## config.mk

```make
export PLATFORM = sky130hd
export DESIGN_NAME = murmur_hash_64b_stream_top
export DESIGN_NICKNAME = d
export VERILOG_FILES = /design/src/rtl/mh64_pkg.sv /design/src/rtl/mh64_front.sv /design/src/rtl/mh64_back.sv /design/src/rtl/murmur_hash_64b_stream_top.sv
export VERILOG_INCLUDE_DIRS = /design/src /design/src/rtl
export SDC_FILE = /design/constraint.sdc
export NUM_CORES = 1
export LEC_CHECK = 0
export ABC_AREA = 1
export BUFFER_PORTS_ARGS = -buffer_cell sky130_fd_sc_hd__buf_2
export CAP_MARGIN = 0
export CORE_MARGIN = 10
export CORE_UTILIZATION = 28
export DETAILED_ROUTE_END_ITERATION = 16
export GPL_ROUTABILITY_DRIVEN = 0
export PLACE_DENSITY_LB_ADDON = 0.15
export SETUP_SLACK_MARGIN = 0.5
export SYNTH_ARGS = -nofsm -noshare
export SYNTH_HDL_FRONTEND = slang
export SYNTH_SLANG_ARGS = --single-unit
```

## constraint.sdc

```tcl
create_clock -name clk -period 8.57 [get_ports clk]
set_input_delay 2.1425 -clock clk [delete_from_list [all_inputs] [get_ports clk]]
set_output_delay 2.1425 -clock clk [all_outputs]
set_load 0.05 [all_outputs]
```

## src/rtl/murmur_hash_64b_stream_top_assert.svh

```systemverilog
// ----------------------------------------------------------------------------
// assertion macros for the murmur hash stream block
// shared property forms, clocked on the rising edge and held off during reset
// ----------------------------------------------------------------------------
`ifndef MURMUR_HASH_64B_STREAM_TOP_ASSERT_SVH
`define MURMUR_HASH_64B_STREAM_TOP_ASSERT_SVH

// consequent checked in the same cycle as the antecedent
`define MH64_ASSERT_NOW(lbl, clk, rst, ante, cons, msg) \
  lbl: assert property (@(posedge clk) disable iff (rst) (ante) |-> (cons)) \
    else $error(msg);

// consequent checked in the cycle after the antecedent
`define MH64_ASSERT_NEXT(lbl, clk, rst, ante, cons, msg) \
  lbl: assert property (@(posedge clk) disable iff (rst) (ante) |=> (cons)) \
    else $error(msg);

`endif

```

## src/rtl/mh64_pkg.sv

```systemverilog
// ----------------------------------------------------------------------------
// mh64_pkg
// types and constants shared by the murmur hash stream front, back and top
// ----------------------------------------------------------------------------
package mh64_pkg;

  localparam logic [31:0] MIX_MUL    = 32'h5bd1e995;
  localparam int unsigned MIX_SHIFT  = 24;
  localparam logic [31:0] SEED_RESET = 32'hEE6B27EB;
  localparam int unsigned FMIX_SH1   = 18;
  localparam int unsigned FMIX_SH2   = 22;
  localparam int unsigned FMIX_SH3   = 17;
  localparam int unsigned FMIX_SH4   = 19;

  // what a word does to the lanes
  typedef enum logic [1:0] {
    KIND_NONE,
    KIND_TAIL,
    KIND_FULL
  } kind_t;

  // one classified word waiting in the queue
  typedef struct packed {
    logic [31:0] word;     // tail words arrive already masked
    kind_t       kind;
    logic        first;
    logic        last;
    logic [31:0] h1_init;  // seed xor key length
  } entry_t;

  typedef struct packed {
    logic pop;   // back takes the queue head
    logic load;  // back loads the output register
  } back_status_t;

  typedef enum logic [3:0] {
    ST_IDLE,
    ST_DISP,
    ST_W1,
    ST_W2,
    ST_W3,
    ST_T1,
    ST_F0,
    ST_F1,
    ST_F2,
    ST_F3,
    ST_F4,
    ST_OUT
  } st_t;

endpackage

```

## src/rtl/mh64_front.sv

```systemverilog
// ----------------------------------------------------------------------------
// mh64_front
// accepts key words, classifies them and holds them in a two-entry queue
// ----------------------------------------------------------------------------
module mh64_front (
  input  logic              clk,
  input  logic              rst,
  input  logic              s_axis_tvalid,
  output logic              s_axis_tready,
  input  logic [71:0]       s_axis_tdata,
  input  logic              s_axis_tlast,
  input  logic              s_axis_tuser,
  input  logic [31:0]       hash_seed,
  input  logic              pop,
  output logic              q_valid,
  output mh64_pkg::entry_t  q_entry
);

  mh64_pkg::entry_t slots [2];
  mh64_pkg::entry_t in_entry;
  logic       wr_ptr;
  logic       rd_ptr;
  logic [1:0] count;
  logic       push;
  logic [31:0] key_word;
  logic [2:0]  valid_bytes;
  logic [31:0] key_length;

  assign key_word    = s_axis_tdata[31:0];
  assign valid_bytes = s_axis_tdata[34:32];
  assign key_length  = s_axis_tdata[66:35];

  always_comb begin
    in_entry.first   = s_axis_tuser;
    in_entry.last    = s_axis_tlast;
    in_entry.h1_init = hash_seed ^ key_length;
    in_entry.word    = key_word;
    in_entry.kind    = mh64_pkg::KIND_NONE;
    if (valid_bytes inside {[3'd4:3'd7]}) begin
      in_entry.kind = mh64_pkg::KIND_FULL;
    end else begin
      case (valid_bytes[1:0])
        2'd1: begin
          in_entry.kind = mh64_pkg::KIND_TAIL;
          in_entry.word = {24'd0, key_word[7:0]};
        end
        2'd2: begin
          in_entry.kind = mh64_pkg::KIND_TAIL;
          in_entry.word = {16'd0, key_word[15:0]};
        end
        2'd3: begin
          in_entry.kind = mh64_pkg::KIND_TAIL;
          in_entry.word = {8'd0, key_word[23:0]};
        end
        default: begin
          in_entry.kind = mh64_pkg::KIND_NONE;
        end
      endcase
    end
  end

  assign s_axis_tready = (count != 2'd2);
  assign push          = s_axis_tvalid && s_axis_tready;
  assign q_valid       = (count != 2'd0);
  assign q_entry       = slots[rd_ptr];

  always_ff @(posedge clk) begin
    if (rst) begin
      wr_ptr <= 1'b0;
      rd_ptr <= 1'b0;
      count  <= 2'd0;
    end else begin
      if (push) begin
        wr_ptr <= ~wr_ptr;
      end
      if (pop) begin
        rd_ptr <= ~rd_ptr;
      end
      case ({push, pop})
        2'b10:   count <= count + 2'd1;
        2'b01:   count <= count - 2'd1;
        default: count <= count;
      endcase
    end
  end

  always_ff @(posedge clk) begin
    if (push) begin
      slots[wr_ptr] <= in_entry;
    end
  end

endmodule

```

## src/rtl/mh64_back.sv

```systemverilog
// ----------------------------------------------------------------------------
// mh64_back
// runs the word mix, lane folds and final mix on one shared multiplier
// ----------------------------------------------------------------------------
module mh64_back (
  input  logic                    clk,
  input  logic                    rst,
  input  logic                    q_valid,
  input  mh64_pkg::entry_t        q_entry,
  output mh64_pkg::back_status_t  status,
  output logic                    m_axis_tvalid,
  input  logic                    m_axis_tready,
  output logic [63:0]             m_axis_tdata
);

  mh64_pkg::st_t    state, state_next;
  mh64_pkg::entry_t cur, cur_next;
  logic [31:0] acc_high, acc_high_next;
  logic [31:0] acc_low, acc_low_next;
  logic        parity, parity_next;
  logic [31:0] kreg, kreg_next;
  logic [31:0] f1, f1_next;
  logic [31:0] f2, f2_next;
  logic [31:0] prod;
  logic [31:0] mul_in;
  logic [63:0] mul_full;
  logic        out_valid, out_valid_next;
  logic [63:0] out_data, out_data_next;

  // full product of the shared multiplier; only its low 32 bits are registered
  assign mul_full = mul_in * mh64_pkg::MIX_MUL;

  always_comb begin
    state_next     = state;
    cur_next       = cur;
    acc_high_next  = acc_high;
    acc_low_next   = acc_low;
    parity_next    = parity;
    kreg_next      = kreg;
    f1_next        = f1;
    f2_next        = f2;
    mul_in         = '0;
    out_valid_next = out_valid && !m_axis_tready;
    out_data_next  = out_data;
    status.pop     = 1'b0;
    status.load    = 1'b0;
    case (state)
      mh64_pkg::ST_IDLE: begin
        if (q_valid) begin
          status.pop = 1'b1;
          cur_next   = q_entry;
          if (q_entry.first) begin
            acc_high_next = q_entry.h1_init;
            acc_low_next  = '0;
            parity_next   = 1'b0;
          end
          state_next = mh64_pkg::ST_DISP;
        end
      end
      mh64_pkg::ST_DISP: begin
        case (cur.kind)
          mh64_pkg::KIND_FULL: begin
            mul_in     = cur.word;
            state_next = mh64_pkg::ST_W1;
          end
          mh64_pkg::KIND_TAIL: begin
            mul_in     = acc_low ^ cur.word;
            state_next = mh64_pkg::ST_T1;
          end
          default: begin
            state_next = cur.last ? mh64_pkg::ST_F0 : mh64_pkg::ST_IDLE;
          end
        endcase
      end
      mh64_pkg::ST_W1: begin
        mul_in     = prod ^ (prod >> mh64_pkg::MIX_SHIFT);
        state_next = mh64_pkg::ST_W2;
      end
      mh64_pkg::ST_W2: begin
        kreg_next  = prod;
        mul_in     = parity ? acc_low : acc_high;
        state_next = mh64_pkg::ST_W3;
      end
      mh64_pkg::ST_W3: begin
        if (parity) begin
          acc_low_next = prod ^ kreg;
        end else begin
          acc_high_next = prod ^ kreg;
        end
        parity_next = ~parity;
        state_next  = cur.last ? mh64_pkg::ST_F0 : mh64_pkg::ST_IDLE;
      end
      mh64_pkg::ST_T1: begin
        acc_low_next = prod;
        state_next   = cur.last ? mh64_pkg::ST_F0 : mh64_pkg::ST_IDLE;
      end
      // final mix works on copies, lanes keep their values
      mh64_pkg::ST_F0: begin
        mul_in     = acc_high ^ (acc_low >> mh64_pkg::FMIX_SH1);
        f2_next    = acc_low;
        state_next = mh64_pkg::ST_F1;
      end
      mh64_pkg::ST_F1: begin
        f1_next    = prod;
        mul_in     = f2 ^ (prod >> mh64_pkg::FMIX_SH2);
        state_next = mh64_pkg::ST_F2;
      end
      mh64_pkg::ST_F2: begin
        f2_next    = prod;
        mul_in     = f1 ^ (prod >> mh64_pkg::FMIX_SH3);
        state_next = mh64_pkg::ST_F3;
      end
      mh64_pkg::ST_F3: begin
        f1_next    = prod;
        mul_in     = f2 ^ (prod >> mh64_pkg::FMIX_SH4);
        state_next = mh64_pkg::ST_F4;
      end
      mh64_pkg::ST_F4: begin
        f2_next    = prod;
        state_next = mh64_pkg::ST_OUT;
      end
      mh64_pkg::ST_OUT: begin
        if (!out_valid || m_axis_tready) begin
          status.load    = 1'b1;
          out_valid_next = 1'b1;
          out_data_next  = {f1, f2};
          state_next     = mh64_pkg::ST_IDLE;
        end
      end
      default: begin
        state_next = mh64_pkg::ST_IDLE;
      end
    endcase
  end

  always_ff @(posedge clk) begin
    if (rst) begin
      state     <= mh64_pkg::ST_IDLE;
      acc_high  <= '0;
      acc_low   <= '0;
      parity    <= 1'b0;
      out_valid <= 1'b0;
    end else begin
      state     <= state_next;
      acc_high  <= acc_high_next;
      acc_low   <= acc_low_next;
      parity    <= parity_next;
      out_valid <= out_valid_next;
    end
  end

  always_ff @(posedge clk) begin
    cur      <= cur_next;
    kreg     <= kreg_next;
    f1       <= f1_next;
    f2       <= f2_next;
    prod     <= mul_full[31:0];
    out_data <= out_data_next;
  end

  assign m_axis_tvalid = out_valid;
  assign m_axis_tdata  = out_data;

endmodule

```

## src/rtl/murmur_hash_64b_stream_top.sv

```systemverilog
// ----------------------------------------------------------------------------
// murmur_hash_64b_stream_top
// streaming murmurhash2 64b: key words in, 64-bit hash out on the last word
// ----------------------------------------------------------------------------
// A key arrives as little-endian 32-bit words; the hash leaves as one transfer
// after the word marked tlast. Words enter a two-entry queue at one per cycle
// while it has room, and are worked by one registered 32x32 multiplier: a word
// without bytes is only dispatched, a tail word of 1 to 3 bytes takes one lane
// multiply, a full word two mix multiplies and one lane multiply in series. The
// last word of a key adds the four final mix multiplies and the output load.
// The seed register may be written only while no key is in flight.
module murmur_hash_64b_stream_top (
  input  logic        clk,
  input  logic        rst,
  input  logic        hash_seed_wr_en,
  input  logic [31:0] hash_seed_wr_data,
  input  logic        s_axis_tvalid,
  output logic        s_axis_tready,
  input  logic [71:0] s_axis_tdata,   // key_word[31:0], valid_bytes[34:32], key_length[66:35]
  input  logic        s_axis_tlast,   // last_word
  input  logic        s_axis_tuser,   // first_word
  output logic        m_axis_tvalid,
  input  logic        m_axis_tready,
  output logic [63:0] m_axis_tdata    // hash_value[63:0]
);

  logic                   [31:0] hash_seed;
  logic                          q_valid;
  mh64_pkg::entry_t              q_entry;
  mh64_pkg::back_status_t        status;

  always_ff @(posedge clk) begin
    if (rst) begin
      hash_seed <= mh64_pkg::SEED_RESET;
    end else if (hash_seed_wr_en) begin
      hash_seed <= hash_seed_wr_data;
    end
  end

  mh64_front u_front (
    .clk           (clk),
    .rst           (rst),
    .s_axis_tvalid (s_axis_tvalid),
    .s_axis_tready (s_axis_tready),
    .s_axis_tdata  (s_axis_tdata),
    .s_axis_tlast  (s_axis_tlast),
    .s_axis_tuser  (s_axis_tuser),
    .hash_seed     (hash_seed),
    .pop           (status.pop),
    .q_valid       (q_valid),
    .q_entry       (q_entry)
  );

  mh64_back u_back (
    .clk           (clk),
    .rst           (rst),
    .q_valid       (q_valid),
    .q_entry       (q_entry),
    .status        (status),
    .m_axis_tvalid (m_axis_tvalid),
    .m_axis_tready (m_axis_tready),
    .m_axis_tdata  (m_axis_tdata)
  );

`include "murmur_hash_64b_stream_top_assert.svh"

  `MH64_ASSERT_NOW(a_pop_needs_entry, clk, rst, status.pop, q_valid, "pop from empty queue")
  `MH64_ASSERT_NOW(a_full_has_entry, clk, rst, !s_axis_tready, q_valid, "queue full yet empty")
  `MH64_ASSERT_NOW(a_no_overwrite, clk, rst, status.load, !m_axis_tvalid || m_axis_tready, "result overwritten")
  `MH64_ASSERT_NEXT(a_load_shows, clk, rst, status.load, m_axis_tvalid, "loaded result not shown")

endmodule
```

**Word-level counts from Yosys, hierarchy flattened**

Memory sizes are Yosys's and may differ from the RTL's. A register that Yosys moved wholly into a read port is not among the register bits.
Index checks and enable logic that the tools add are counted.

- Register bits: 333
- RAM bits: 136
- Output and inout port bits: 66
- Logic and storage cells: 113
- Memories kept: 1

- Add/sub/neg operators: 2
- Multipliers: 1
- $lt $le $gt $ge: 2
- Equality and inequality tests: 24
- Mux-type cells: 33
- Bitwise operators: 11
- Reduce and logical (&&, ||, !) cells: 22

Memory list:

| memory | words | bits a word | read ports | clocked after Yosys merged registers in | write ports | RTL line | source |
|---|---|---|---|---|---|---|---|
| u_front.slots | 2 | 68 | 1 | 1 | 1 | mh64_front.sv:19 | `mh64_pkg::entry_t slots [2];` |

Operators by type and width:

| kind | number |
|---|---|
| $mux 32 | 8 |
| $pmux 32 s7 | 1 |
| $pmux 32 s2 | 3 |
| $pmux 32 s3 | 2 |
| $xor 32x32->32 | 3 |
| $pmux 4 s11 | 1 |
| $mul 32x31->32 const B | 1 |
| $xor 32x10->32 | 1 |
| $xor 32x13->32 | 1 |
| $xor 32x14->32 | 1 |
| $xor 32x15->32 | 1 |
| $xor 32x8->32 | 1 |
| $eq 4x3->1 const B | 4 |
| $eq 4x4->1 const B | 4 |
| $mux 1 | 11 |
| $eq 2x2->1 const B | 4 |
| $eq 4x2->1 const B | 2 |
| $mux 4 | 2 |
| $pmux 4 s2 | 1 |
| $reduce_and 4->1 | 2 |
| $reduce_bool 2->1 | 4 |
| $eq 2x1->1 const B | 3 |
| $ne 2x1->1 const B | 3 |
| $ne 2x2->1 const B | 3 |
| 19 further kinds | 28 |

**Depth between registers and ports, before layout**

- Depth in word-level cells: 5
- Mapped depth: 39
- Mapped depth without buffers: 38

**By module**

Synthesis repeated with hierarchy kept, for this count alone.

- Cells, all modules: 2881
- Area total of the unflattened synthesis: 29185.5 sq um

Modules (own cells, without submodules):

| module | instances | cells an instance | area an instance (sq um) | seq. area each (sq um) |
|---|---|---|---|---|
| mh64_back | 1 | 2387 | 22263.9 | 7897.6 |
| mh64_front | 1 | 332 | 5721.7 | 4184.0 |
| murmur_hash_64b_stream_top | 1 | 162 | 1199.9 | 640.6 |

**Worst setup path before layout**

OpenSTA, ideal clock, no wires.

- Path type: register to register
- Start point: reg u_back.state[1]
- End point: reg u_back.prod[29]
- Library setup time: 0.112 ns
- Arrival: 7.556 ns
- Slack: 0.902 ns
- Stages on the path, launching flop included: 34
- Path buffers: 1
- Path through: dfxtp_1 > nand2_2 > inv_1 > nand2_2 > nand2_2 > clkbuf_1 > a221oi_1 > o2111ai_1 > ha_1 > fa_1 > inv_1 > fa_1 > inv_1 > fa_1 > fa_1 > fa_1 > inv_1 > fa_1 > inv_1 > ha_1 > nand2_1 > inv_1 > nand2_1 > inv_1 > a21oi_1 > nand3_1 > nand2_1 > nand2_1 > a21boi_0 > o21ai_0 > nand2_1 > nand2_1 > nand2_1 > nand2_1

- Word-level cells in the longest chain between the ends: 3

Ends and longest elaborated chain:

| item | RTL line | source |
|---|---|---|
| start, declared | mh64_back.sv:16 | `mh64_pkg::st_t state, state_next;` |
| start signal, assigned | mh64_back.sv:138 | `state <= mh64_pkg::ST_IDLE;` |
| start signal, assigned | mh64_back.sv:144 | `state <= state_next;` |
| $eq 4x4->1 (tied with other cells) | mh64_back.sv:47 | `case (state)` |
| $pmux 32 s7 * | mh64_back.sv:47 |  |
| $mul 32x31->32 * | mh64_back.sv:31 | `assign mul_full = mul_in * mh64_pkg::MIX_MUL;` |
| via u_back.mul_full[29] | mh64_back.sv:26 | `logic [63:0] mul_full;` |
| end signal, assigned | mh64_back.sv:157 | `prod <= mul_full[31:0];` |
| end, declared | mh64_back.sv:24 | `logic [31:0] prod;` |

Mark *: on every way through the listed nets, which the timed path passes. The rest lies on a longest branch.
A chain may end at the register's enable or synchronous reset.

**Worst setup path after layout**

- Start point: reg u_back.state[0]
- End point: reg u_back.prod[30]

The elaborated chain is that of the path after synthesis.

==> summary.txt <==
Critical path
  – Worst EP required: between 9 and 10 ns
  – CP arrival: 8.23 ns
  – R2r worst-path depth: 28
  – Max stage delay on crit path: between 0.5 and 0.6 ns
  – Reg2reg setup slack: between 0.8 and 0.9 ns
  – CP dominant cell by count: fa_1
  – CP Capture Type: flop
  – Largest fanout on the critical path: 10
  – Kind of critical path: reg -> reg
  – CP Launch Type: flop
  – Worst path slowest cell: fa_1
  – Reg2reg start: u_back.state[0]
  – FF-to-FF End: u_back.prod[30]

Yosys
  – Most area-consuming cells after synthesis: edfxtp_1 34%, fa_1 12%, dfxtp_1 9.5%
  – Synth cell types: 51
  – Cell Area, Synth: between 20000 and 30000 sq um
  – Synth area leader: edfxtp_1
  – Mean post-synth cell area: slightly below 10 sq um
  – Syn Inst Count: between 2000 and 3000
  – Register area share after synthesis: between 40% and 50%
  – #FFs+latches synth: 470
  – Synth top area share: between 30% and 40%
  – Syn_nets: around 3500
  – Ys async rst share: 0%
  – Post-synth top flop: edfxtp_1
  – Ys Warns: 0
  – Post-synth EDFFs: 331

Layout
  – Final #Nets: ~3800
  – Most common cell after layout, fill and taps aside: nand2_1
  – Most frequent cells in the layout: 551 x nand2_1, 528 x inv_1, 331 x edfxtp_1
  – Post-Layout Cell Count: around 4700
  – Fillers: approximately 11000
  – Area Overhead vs Synth: 18.9%
  – Layout cells sized above 1: approximately 17%

GRT
  – Largest net degree at the start of global routing: between 60 and 70
  – Vias in the first global route: roughly 21000
  – Antenna violations before repair: 2
  – Global route total overflow: 0
  – GR Util All Layers: 17.2%
  – First-pass GRT wire length: between 100000 and 150000 um

Die
  – Top Ports: around 180
  – Die W: 343 um
  – Rows: approximately 120
  – DIE AREA: 118000 sq um
  – Starting Density: between 20 and 30%
  – Core area: slightly above 100000 sq um
  – Die Y: roughly 340 um

Detailed routing
  – Drt initial violations: about 1800
  – DRC violations left: 0
  – Vias per inst: 4.57
  – Antenna Nets Post-Route: 0
  – Routed len/inst: 21.8 um
  – Total Routed Length: 103000 um
  – Via count: about 21000
  – First-pass iteration count of the detailed router: 5

Placement
  – I/O Buffers: around 170
  – Placed Cells incl. Taps: 4594
  – Dpl hpwl: roughly 79000 um

Timing
  – Post-layout minimum cycle time: about 7.8 ns
  – Fin crit share: between 90% and 100%
  – Achievable Freq: 129 MHz
  – Setup TNS: 0 ns
  – Clock skew: between 0.02 and 0.025 ns
  – RSZ-0062 raised after global routing: true
  – Endpoints failing hold: 0
  – Worst rel slew slack: approximately 23%
  – Final setup viols: 0
  – Max-slew violation count: 0
  – Worst Max-Slew Pin Slew: 1.15 ns

CTS
  – Num CTS Buffers: 50
  – Clock slew at reported path FFs: approximately 0.060 ns
  – CTS H-tree depth: 2
  – Bufs on Longest Clock Path: 3
  – Clock sink total: 470
  – Clk_lat worst skew: ~0.61 ns
  – CTS tree: built
  – CTS root buf: clkbuf_16

Hold path
  – Hold wc startpoint: u_front.rd_ptr
  – Worst hold stages: 1
  – Min-delay worst type: reg -> reg

Job
  – MaxCap Viol Count: 0

Status
  – Status: finished, final reports clean
metal layers:
| layer | global-route usage [%] | part of all wire [%] | vias up |
|---|---|---|---|
| li1 | - | - | 10318 |
| met1 | 25.2 | 49 | 10457 |
| met2 | 26.0 | 43 | 606 |
| met3 | 3.16 | 6.3 | 95 |
| met4 | 3.63 | 1.9 | 2 |
| met5 | 0 | 0.0068 | - |
worst max-delay path by stage:
stage,startpoint,end,cells past startpoint
6_report,u_back.state[0],u_back.prod[30],28
5_1_grt,u_back.state[2],u_back.prod[29],34
4_1_cts,u_back.cur[35],u_back.prod[31],32
3_5_place_dp,u_back.cur[35],u_back.prod[31],30
3_3_place_gp,u_back.cur[35],u_back.prod[31],30
2_1_floorplan,u_back.state[1],u_back.prod[29],33
logic make-up (layout without fill, tap and decap cells):
kind of cell / after synthesis / after routing / share of synthesized area, %
and+or+nand+nor: 864 / 864 / 12.4
buffers and inverters: 635 / 989 / 8.25
DFF: 470 / 470 / 43.6
AOI/OAI and AO/OA: 407 / 407 / 7.76
adders and majority gates: 400 / 400 / 21.8
xor gates and xnor gates: 122 / 122 / 3.66
muxes: 68 / 68 / 2.62
other: 0 / 1 / 0
state kept, by name (all words and copies together), names as in the netlist, 2 cells and up, named ones only:
register and cells:
u_back.cur 35, u_back.m_axis_tdata 64, u_front.slots 136, u_front.count 2
u_back.acc_low 32, u_back.state 4, u_back.f1 32, hash_seed 32
u_back.kreg 32, u_back.prod 32, u_back.f2 32, u_back.acc_high 32
worst max-delay path: cells and delay by family, from the launching register on:
kind / cells / cell delay, ns
fa+ha+maj: 8 / 3.70
simple gates: 7 / 1.29
xor+xnor: 1 / 0.17
flops: 1 / 0.38
buf+inv: 8 / 1.09
compound gates: 4 / 1.01
through the flow:
stage	instance area [sq um]	worst slack, ns	utilization, %	hold slack (ns)
floorplan	29200	0.902	-	0.424
global placement	32800	0.236	31.7	0.427
CTS	34500	0.514	33.4	0.438
global route	34700	0.481	33.6	0.467
detailed placement	32800	0.222	31.7	0.430
finish	34700	0.810	33.6	0.438
synth_stat cells (64+ instances only):
cell type,count
mux2_2,67
clkbuf_1,76
a21oi_1,114
dfxtp_1,139
ha_1,219
o21ai_0,179
nand2_1,554
nor2_1,128
fa_1,181
edfxtp_1,331
xor2_1,88
a31oi_1,64
nand3_1,104
inv_1,531
area by class of cell:
cell class	instances	area, sq um	area share (%)
timing repair buffer	354	2310	6.66
sequential	470	12700	36.7
clock inverter	25	251	0.724
clock buffer	69	1390	4.01
inverter	541	2040	5.89
tap	1380	1730	4.97
multi-input combinational	1861	14300	41.1
antenna	1	2.50	0.00721
timing repair:
| action | in CTS | in global routing |
|---|---|---|
| hold buffers | 0 | 0 |
| endpoints found under the setup margin | 8 | 8 |
| pin swaps | 2 | 6 |
| gates cloned | 0 | 0 |
| resized for setup | 3 | 32 |
| buffers inserted | 4 | 8 |
Power is left out: the tool's default activity adds up to more than one toggle a clock period on the data nets, which glitch-free logic cannot reach.
